<file path="src/rtl/core/mt19937_64_generator_defines.svh">
// Assertion macros shared by the generator RTL.
// No dependencies; included by files that carry concurrent checks.
`ifndef MT19937_64_GENERATOR_DEFINES_SVH
`define MT19937_64_GENERATOR_DEFINES_SVH

// Same-cycle implication, checked out of reset.
`define MT64_ASSERT_NOW(lbl, ante, cons, msg) \
  lbl: assert property (@(posedge clk_i) disable iff (!rst_ni) (ante) |-> (cons)) \
    else $error(msg);

// Next-cycle implication, checked out of reset.
`define MT64_ASSERT_NEXT(lbl, ante, cons, msg) \
  lbl: assert property (@(posedge clk_i) disable iff (!rst_ni) (ante) |=> (cons)) \
    else $error(msg);

`endif

</file>
<file path="src/rtl/core/mt64_pkg.sv">
// Shared constants, types and state encodings of the 64-bit twister.
// No dependencies; used by every module of the generator.
package mt64_pkg;

  localparam logic [8:0]  NumWords    = 9'd312;
  localparam logic [8:0]  LastIdx     = 9'd311;
  localparam logic [8:0]  MidOffset   = 9'd156;
  localparam int unsigned LowerBits   = 31;
  localparam logic [63:0] MatrixA     = 64'hB502_6F5A_A966_19E9;
  localparam logic [63:0] TemperD     = 64'h5555_5555_5555_5555;
  localparam logic [63:0] TemperB     = 64'h71D6_7FFF_EDA6_0000;
  localparam logic [63:0] TemperC     = 64'hFFF7_EEE0_0000_0000;
  localparam logic [63:0] SeedMult    = 64'd6364136223846793005;
  localparam logic [63:0] DefaultSeed = 64'd5489;

  typedef enum logic [2:0] {
    ST_SEED_WR0,
    ST_SEED_MUL,
    ST_IDLE,
    ST_RD1,
    ST_RD2,
    ST_TWIST
  } state_e;

  typedef enum logic [2:0] {
    PH_IDLE,
    PH_LO_LO,
    PH_LO_HI,
    PH_HI_LO,
    PH_SUM
  } mul_phase_e;

  // Request to the seed recurrence unit.
  typedef struct packed {
    logic        go;
    logic [8:0]  idx;
    logic [63:0] prev;
  } seed_cmd_t;

endpackage

</file>
<file path="src/rtl/core/mt64_twist.sv">
// Per-word twist and output tempering with a registered result strobe.
// Uses mt64_pkg constants.
module mt64_twist (
  input  logic        clk_i,
  input  logic        rst_ni,
  input  logic        en_i,
  input  logic [63:0] cur_i,
  input  logic [63:0] nxt_i,
  input  logic [63:0] far_i,
  output logic [63:0] new_word_o,
  output logic        result_valid_o,
  output logic [63:0] random_word_o
);

  localparam logic [63:0] LowerMask = (64'd1 << mt64_pkg::LowerBits) - 64'd1;

  logic [63:0] y;
  logic [63:0] z0, z1, z2, z3;
  logic        valid_q;
  logic [63:0] word_q;

  assign y          = (cur_i & ~LowerMask) | (nxt_i & LowerMask);
  assign new_word_o = far_i ^ (y >> 1) ^ (y[0] ? mt64_pkg::MatrixA : 64'd0);

  assign z0 = new_word_o ^ ((new_word_o >> 29) & mt64_pkg::TemperD);
  assign z1 = z0 ^ ((z0 << 17) & mt64_pkg::TemperB);
  assign z2 = z1 ^ ((z1 << 37) & mt64_pkg::TemperC);
  assign z3 = z2 ^ (z2 >> 43);

  always_ff @(posedge clk_i or negedge rst_ni) begin
    if (!rst_ni) begin
      valid_q <= 1'b0;
    end else begin
      valid_q <= en_i;
    end
  end

  always_ff @(posedge clk_i) begin
    if (en_i) begin
      word_q <= z3;
    end
  end

  assign result_valid_o = valid_q;
  assign random_word_o  = word_q;

endmodule

</file>
<file path="config.mk">
export PLATFORM = sky130hd
export DESIGN_NAME = mt64_twist
export DESIGN_NICKNAME = d
export VERILOG_FILES = /design/src/rtl/core/mt19937_64_generator_defines.svh /design/src/rtl/core/mt64_pkg.sv /design/src/rtl/core/mt64_twist.sv
export SDC_FILE = /design/constraint.sdc
export NUM_CORES = 1
export LEC_CHECK = 0
export BUFFER_PORTS_ARGS = -buffer_cell sky130_fd_sc_hd__buf_2
export CORE_AREA = 4 4 123 125
export DETAILED_ROUTE_END_ITERATION = 10
export DIE_AREA = 0 0 127 129
export PLACE_DENSITY = 0.66
export SYNTH_ARGS = -nofsm -noshare
export SYNTH_HDL_FRONTEND = slang
export SYNTH_SLANG_ARGS = --single-unit
</file>
<file path="constraint.sdc">
create_clock -name clk_i -period 2.2 [get_ports clk_i]
set_clock_uncertainty 0.05 [all_clocks]
set_input_delay 0.55 -clock clk_i [delete_from_list [all_inputs] [get_ports clk_i]]
set_output_delay 0.55 -clock clk_i [all_outputs]
set_load 0.03 [all_outputs]
</file>
==> results.sh <==
export IMPL_initial_core_util_pct=30.9
export IMPL_synth_area_per_cell_um2=13.5
export IMPL_area_delta_synth_final_pct=47.4
export IMPL_grt_pass1_vias=3362
export IMPL_crit_path_end_kind="output pin"
export IMPL_viasPerCell=4.03
export IMPL_synth_area_leaders="edfxtp_1, xnor2_1, xor2_1"
export IMPL_cp_max_fo=10
export IMPL_die_area_um2=16400
export IMPL_critPathBufInv=3
export IMPL_synth_most_common_cell="xnor2_1"
export IMPL_status="finished, final reports clean"
export IMPL_hold_violations=0
export IMPL_ys_ff_latch=65
export IMPL_crit_type="primary input to output pin"
export IMPL_grt_usage_pct=13.6
export IMPL_slew_headroom_pct=68.1
export IMPL_fmax_mhz=464
export IMPL_syn_area_um2=4290
export IMPL_tns_ps=0
export IMPL_max_vdd_ir_drop_mv=0.413
export IMPL_syn_num_nets=514
export IMPL_cp_arrival_ps=1550
export IMPL_ios=324
export IMPL_coreArea_um2=13900
export IMPL_hp_class="primary input to asynchronous set/reset pin"
export IMPL_synth_top_area_share_pct=44.8
export IMPL_post_route_cells_drive_above_1_share_pct=58.0
export IMPL_slowest_delay_ps=490
export IMPL_setup_viol=0
export IMPL_fin_crit_ps=2150
export IMPL_clock_sinks=65
export IMPL_path_cells="buf_2 -> buf_12 -> xor3_2 -> buf_2"
export IMPL_io_buffers=259
export IMPL_drt_iter0_markers=66
export IMPL_grt_pass1_wl_mm=17.0
export IMPL_worstMarginPinSlew_ps=475
export IMPL_fin_crit_sh_pct=98.0
export IMPL_power_per_cell_area_nw_per_um2=1030
export IMPL_total_power_mw=6.51
export IMPL_cts_buffers=9
export IMPL_async_flop_share_pct=1.54
export IMPL_nNetsFinal=788
export IMPL_cap_violations=0
export IMPL_rsz0062_at_grt="true"
export IMPL_power_leakage_nw=3.01
export IMPL_final_seq_area_um2=1950
export IMPL_ys_seq_area_share_pct=45.4
export IMPL_clk_pin_slew_worst_paths_ps=50
export IMPL_antenna_cells=0
export IMPL_synth_edff_count=64
export IMPL_cts_root_buf="clkbuf_16"
export IMPL_ys_types=13
export IMPL_cp_start_kind="primary input"
export IMPL_preCtsSetupSlack_ps=-103
export IMPL_wl_mm=11.3
export IMPL_ys_top_cells_by_count="xnor2_1, edfxtp_1, xor2_1"
export IMPL_layout_setup_ws_ps=45.1
export IMPL_slowest_stage="xor3_2"
export IMPL_gp_congestion=0.809
export IMPL_dr_pass1_iters=4
export IMPL_die_h_um=129
export IMPL_cts_max_level=3
export IMPL_synth_warnings=0
export IMPL_drcViolationCount=0
export IMPL_worst_path_dominant_cell_family="buffers and inverters"
export IMPL_dp_final_hpwl_mm=9.49
export IMPL_vias=3138
export IMPL_cts_path_max_buffers=2
export IMPL_crit_top_cell="buf_2"
export IMPL_nFillCells=1292
export IMPL_rows=43
export IMPL_postLayoutCoreUtil_pct=45.6
export IMPL_ant_nets=0
export IMPL_required_ps=1600
export IMPL_grt_max_degree=66
export IMPL_cts_setup_buffers=0
export IMPL_syn_inst=319
export IMPL_synth_largest_area_cell="edfxtp_1"
export IMPL_multi_input_area_um2=2010
export IMPL_antenna_found_initial=0
export IMPL_wl_per_cell_um=14.6
export IMPL_dieWidth_um=127
export IMPL_grt_ovfl_total=0
export IMPL_finalMaxSlewViolations=0
export IMPL_cts_tree="yes"
export IMPL_synthFlopType="edfxtp_1"
[final timing paths]
check	from	endpoint	slack, ps	cells past startpoint
max	nxt_i[0]	new_word_o[31]	50	4
min	rst_ni	result_valid_o$_DFF_PN0_	480	2
max in group asynchronous	rst_ni	result_valid_o$_DFF_PN0_	1540	2
min in group clk_i	far_i[25]	random_word_o[25]$_DFFE_PP_	570	2
[flip-flops by register name, summed over array words and instances, names as in the netlist]
register,count
result_valid_o,1
random_word_o,64
[cells by family after synthesis]
family    count (synthesis)  share of synthesized area (%)
flops                    65                           45.4
buf+inv                  69                           10.3
xor+xnor                185                           44.3
[layout make-up]
cell class                 count  area share [%]
multi-input combinational    185            31.8
clock buffer                   9            3.56
sequential                    65            30.8
inverter                      19            1.13
tap                          180            3.56
clock inverter                 7            1.35
timing repair buffer         313            27.8
[metrics by stage]
step	std cells	cell area, um^2	hold WS (ps)
3_3_place_gp	761	5960	276
2_1_floorplan	319	4370	204
5_1_grt	778	6320	477
4_1_cts	778	6290	458
6_report	778	6320	480
3_5_place_dp	761	5960	278
[routing by layer]
layer,GRT usage (%),up-vias,routed length (um)
li1,-,1530,-
met1,14.8,1454,4130
met2,24.7,141,6060
met3,3.36,13,924
met4,6.56,0,229
met5,0,-,0
[cell usage in the layout, fill, tap and decap left out]
cell / n
clkbuf_16: 9
clkinv_2: 2
xor2_2: 4
edfxtp_1: 64
buf_4: 51
bufinv_16: 2
xnor3_2: 3
xnor2_1: 95
dfrtp_1: 1
xnor3_1: 7
buf_12: 4
xor2_1: 57
inv_1: 19
xor3_2: 2
clkinvlp_4: 1
buf_2: 257
xnor2_4: 1
xor2_4: 1
clkinv_1: 2
xnor2_2: 10
xor3_1: 5
dlygate4sd3_1: 1
[report_power, final]
group,internal [mW],total (mW),switching (mW)
registers,1.87,1.95,0.0812
logic,1.18,3.07,1.89
clock network,0.979,1.50,0.517
[repair_timing]
action,4_1_cts,5_1_grt
endpoints found under the hold margin,1,0
setup endpoints to repair,3,4
hold buffers,1,0
pin swaps,1,1
resized for setup,3,7
Note: power is estimated with default switching activity, not from simulation.
