$ cat config.mk
export PLATFORM = sky130hd
export DESIGN_NAME = mt64_seeder
export DESIGN_NICKNAME = d
export VERILOG_FILES = /design/src/rtl/core/mt19937_64_generator_defines.svh /design/src/rtl/core/mt64_pkg.sv /design/src/rtl/core/mt64_seeder.sv
export SDC_FILE = /design/constraint.sdc
export NUM_CORES = 2
export LEC_CHECK = 0
export BUFFER_PORTS_ARGS = -buffer_cell sky130_fd_sc_hd__buf_2
export CELL_PAD_IN_SITES_DETAIL_PLACEMENT = 1
export CELL_PAD_IN_SITES_GLOBAL_PLACEMENT = 1
export CORE_MARGIN = 2
export CORE_UTILIZATION = 52
export CTS_BUF_LIST = sky130_fd_sc_hd__clkbuf_4 sky130_fd_sc_hd__clkbuf_8 sky130_fd_sc_hd__clkbuf_16
export CTS_CLUSTER_SIZE = 20
export DETAILED_ROUTE_END_ITERATION = 7
export GPL_TIMING_DRIVEN = 0
export PLACE_DENSITY_LB_ADDON = 0.1
export SETUP_SLACK_MARGIN = 0.15
export SYNTH_ARGS = -nofsm -noshare
export SYNTH_HDL_FRONTEND = slang
export SYNTH_SLANG_ARGS = --single-unit
$ cat constraint.sdc
create_clock -name clk_i -period 13.2 [get_ports clk_i]
set_input_delay 2.64 -clock clk_i [delete_from_list [all_inputs] [get_ports clk_i]]
set_output_delay 2.64 -clock clk_i [all_outputs]
set_load 0.05 [all_outputs]
$ cat src/rtl/core/mt19937_64_generator_defines.svh
// Assertion macros shared by the generator RTL.
// No dependencies; included by files that carry concurrent checks.
`ifndef MT19937_64_GENERATOR_DEFINES_SVH
`define MT19937_64_GENERATOR_DEFINES_SVH

// Same-cycle implication, checked out of reset.
`define MT64_ASSERT_NOW(lbl, ante, cons, msg) \
  lbl: assert property (@(posedge clk_i) disable iff (!rst_ni) (ante) |-> (cons)) \
    else $error(msg);

// Next-cycle implication, checked out of reset.
`define MT64_ASSERT_NEXT(lbl, ante, cons, msg) \
  lbl: assert property (@(posedge clk_i) disable iff (!rst_ni) (ante) |=> (cons)) \
    else $error(msg);

`endif

$ cat src/rtl/core/mt64_pkg.sv
// Shared constants, types and state encodings of the 64-bit twister.
// No dependencies; used by every module of the generator.
package mt64_pkg;

  localparam logic [8:0]  NumWords    = 9'd312;
  localparam logic [8:0]  LastIdx     = 9'd311;
  localparam logic [8:0]  MidOffset   = 9'd156;
  localparam int unsigned LowerBits   = 31;
  localparam logic [63:0] MatrixA     = 64'hB502_6F5A_A966_19E9;
  localparam logic [63:0] TemperD     = 64'h5555_5555_5555_5555;
  localparam logic [63:0] TemperB     = 64'h71D6_7FFF_EDA6_0000;
  localparam logic [63:0] TemperC     = 64'hFFF7_EEE0_0000_0000;
  localparam logic [63:0] SeedMult    = 64'd6364136223846793005;
  localparam logic [63:0] DefaultSeed = 64'd5489;

  typedef enum logic [2:0] {
    ST_SEED_WR0,
    ST_SEED_MUL,
    ST_IDLE,
    ST_RD1,
    ST_RD2,
    ST_TWIST
  } state_e;

  typedef enum logic [2:0] {
    PH_IDLE,
    PH_LO_LO,
    PH_LO_HI,
    PH_HI_LO,
    PH_SUM
  } mul_phase_e;

  // Request to the seed recurrence unit.
  typedef struct packed {
    logic        go;
    logic [8:0]  idx;
    logic [63:0] prev;
  } seed_cmd_t;

endpackage

$ cat src/rtl/core/mt64_seeder.sv
// Seed recurrence: word[j] = F * (prev ^ (prev >> 62)) + j, mod 2^64.
// One shared 32x32 multiplier over three partial products. Uses mt64_pkg.
module mt64_seeder (
  input  logic                 clk_i,
  input  logic                 rst_ni,
  input  mt64_pkg::seed_cmd_t  cmd_i,
  output logic                 done_o,
  output logic [63:0]          word_o
);

  mt64_pkg::mul_phase_e phase_q, phase_d;

  logic [63:0] x_q;
  logic [8:0]  idx_q;
  logic [63:0] p0_q;
  logic [31:0] p1_q;
  logic [31:0] p2_q;
  logic [63:0] word_q;
  logic        done_q;

  logic [31:0] op_a;
  logic [31:0] op_b;
  logic [63:0] prod;

  assign op_a = (phase_q == mt64_pkg::PH_HI_LO) ? x_q[63:32] : x_q[31:0];
  assign op_b = (phase_q == mt64_pkg::PH_LO_HI) ? mt64_pkg::SeedMult[63:32]
                                                : mt64_pkg::SeedMult[31:0];
  assign prod = 64'(op_a) * 64'(op_b);

  always_ff @(posedge clk_i or negedge rst_ni) begin
    if (!rst_ni) begin
      phase_q <= mt64_pkg::PH_IDLE;
      done_q  <= 1'b0;
    end else begin
      phase_q <= phase_d;
      done_q  <= (phase_q == mt64_pkg::PH_SUM);
    end
  end

  always_comb begin
    phase_d = phase_q;
    unique case (phase_q)
      mt64_pkg::PH_IDLE:  if (cmd_i.go) phase_d = mt64_pkg::PH_LO_LO;
      mt64_pkg::PH_LO_LO: phase_d = mt64_pkg::PH_LO_HI;
      mt64_pkg::PH_LO_HI: phase_d = mt64_pkg::PH_HI_LO;
      mt64_pkg::PH_HI_LO: phase_d = mt64_pkg::PH_SUM;
      mt64_pkg::PH_SUM:   phase_d = mt64_pkg::PH_IDLE;
      default:            phase_d = mt64_pkg::PH_IDLE;
    endcase
  end

  always_ff @(posedge clk_i) begin
    case (phase_q)
      mt64_pkg::PH_IDLE: begin
        if (cmd_i.go) begin
          x_q   <= cmd_i.prev ^ (cmd_i.prev >> 62);
          idx_q <= cmd_i.idx;
        end
      end
      mt64_pkg::PH_LO_LO: p0_q <= prod;
      mt64_pkg::PH_LO_HI: p1_q <= prod[31:0];
      mt64_pkg::PH_HI_LO: p2_q <= prod[31:0];
      mt64_pkg::PH_SUM:   word_q <= p0_q + {p1_q + p2_q, 32'b0} + {55'b0, idx_q};
      default: ;
    endcase
  end

  assign done_o = done_q;
  assign word_o = word_q;

endmodule

==> reports/results.ini <==
[run_status]
status=complete, no violations

[route]
drc=0
dr.pass1.iters=5
wl_per_cell_um=24.13
route.antenna.remaining_nets=0
drt_iter0_markers=1404
detail_route.vias_per_cell=5.577
drt-total-wl_um=106500
via_count=24617

[logic_synthesis]
yosysSeqAreaShare_pct=22.98
synth_commonest_cells=772 x inv_1, 537 x fa_1, 484 x ha_1, 264 x edfxtp_1, 188 x nand2_1
avgSynthCellArea_um2=10.62
yosys_warnings=0
yosysMostFrequentCell=inv_1
netlist.area_leader.share_pct=30.77
syn_inst=3291
synthDistinctLibCells=90
async_reset_ff_share_pct=1.493
ys_ff_latch=268
synth_top_area_cell=fa_1
yosys-top-cells-area=fa_1 31%, edfxtp_1 23%, ha_1 17%
synth_edf_count=264
ys.flop_type=edfxtp_1
synth_area_um2=34940

[worst_setup_path]
cp-startpoint=phase_q[1]
worstPathArrival_ps=11690
end_kind=flip-flop
crit_path_start_kind=flip-flop
critPathMaxStageDelay_ps=1080
crit_required_ps=13480
crit_type=flip-flop to flip-flop
crit_slowest_cell=clkbuf_1
cpMostUsedCell=fa_1
worstReg2RegStart=phase_q[1]
worstPathMaxFanout=10

[finish]
final_core_util_pct=57.23
fill_cells=7344
num-nets-final=4616
drive_gt1_share_pct=7.766
diodes=0
syn_to_final_growth_pct=9.422

[timing]
layout_min_cycle_time_ps=11410
rsz0062_at_grt=false
hold_viol_final=0
slew_violations=0
max_freq_mhz=87.66
worstMarginPinSlew_ps=1399
finalClockSkew_ps=42.85
finalSetupTns_ps=0
hold_slack_ps=541.0
fin_crit_sh_pct=86.42
finalSetupViolCount=0
slew_headroom_pct=6.746

[clock_tree]
clk_latency_ps=580
post-cts-setup-buffers=0
numCtsBuffers=34
clkSlewWorstSetupHoldPaths_ps=60
holdBufCountCts=0
cts_resized=0
cts_tree=done
cts_root_buf=clkbuf_16
numClockSinks=268
cts_max_path_buffers=3
h-tree-depth=2

[floorplanning]
io_pins=141
die_area_um2=69280
floorplan.initialDensity_pct=52.30
fp.dieH_um=263.2
core_area_um2=66800
die_w_um=263.2
rows=95

[grt]
grt_pass1_vias=28034
overflow=0
grt_max_degree=31
track_usage_pct=31.39
antenna_found_initial=1
grt_pass1_wl_um=163500

[placed_design]
hpwl_um=89850
gp_congestion=0.9401
port_buffers=140

[worst_hold_path]
hp-start=p0_q[0]
min_path_type=flip-flop to flip-flop

[job]
cap_violations=0

## area by class of cell
class | instances | area (µm²) | share of cell area (%)
inverters | 780 | 2928 | 7.659
plain buffers | 46 | 178.9 | 0.4680
repair buffers | 163 | 935.9 | 2.448
multi-input cells | 2226 | 23950 | 62.65
clock inverters | 21 | 226.5 | 0.5924
clock buffers | 37 | 890.9 | 2.330
well taps | 873 | 1092 | 2.857
flip-flops and latches | 268 | 8028 | 21.00
## cells in the final DEF (no fill, tap or decap), types with 11 or more instances in the layout
master     netlist  layout
clkbuf_1        36      35
edfxtp_1       264     264
buf_2            3     144
buf_4            0      11
xor2_1          55      55
nor2b_1         11      11
nand2_1        188     188
o21bai_1        18      18
fa_1           537     537
nand2b_1        12      12
nor2_1         186     186
ha_1           484     484
xnor2_1         98      98
o21ai_1         16      16
a21o_1          77      77
a31oi_1         15      15
conb_1           2      31
nand3_1         27      27
inv_1          772     772
and3_1          24      24
nand4_1         31      31
nor3_1          24      24
o21ai_0         73      73
a21oi_1        150     150
clkbuf_16        0      35
## routing by layer
layer | vias up | part of all wire (%) | GRT usage [%]
met1 | 12725 | 41 | 39.90
met4 | 0 | 4.0 | 11.57
met2 | 636 | 50 | 55.04
met5 | - | 0 | 0
met3 | 183 | 4.8 | 3.938
li1 | 11073 | - | -
## stage by stage
stage               instance area, µm²  instances  setup slack [ps]
global route                     38230       4414              1328
CTS                              38230       4414              1807
global placement                 36840       4333             -1560
detailed placement               37110       4356              1860
finish                           38230       4414              1793
floorplan                        35050       3320              2465
## state kept, by name, summed over array words and instances (netlist names)
name,cells
x_q,64
done_o,1
idx_q,9
p1_q,32
word_o,64
p0_q,63
phase_q,3
p2_q,32
## worst max-delay path, delay by kind of cell, from the launching register on
family	cells	cell delay [ps]
flip-flops	1	350
adder cells (fa/ha/maj)	9	4140
AO/OA/AOI/OAI	5	1020
AND/OR/NAND/NOR	6	2660
XOR/XNOR	1	150
buffers and inverters	8	2800
## worst paths after layout
check | cells after the start | slack, ps | endpoint
worst max-delay path | 29 | 1790 | p0_q[56]
worst min-delay path | 1 | 540 | word_o[0]
worst max register to register | 29 | 1790 | p0_q[56]
worst min register to register | 1 | 540 | word_o[0]
max in group asynchronous | 1 | 11200 | done_o
min in group asynchronous | 1 | 1880 | phase_q[2]
## cell families (layout without fill, tap and decap cells)
kind of cell / after synthesis / count (layout) / share of synthesized area (%)
buf+inv: 826 / 1047 / 8.885
xor+xnor: 153 / 153 / 3.836
mux: 14 / 14 / 0.4011
simple gates: 554 / 554 / 7.263
flops: 268 / 268 / 22.98
other cells: 2 / 31 / 0.02150
fa+ha+maj: 1021 / 1021 / 48.10
compound gates: 453 / 453 / 8.513
Power is left out: the tool's default activity adds up to more than one toggle a clock period on the data nets, which glitch-free logic cannot reach.
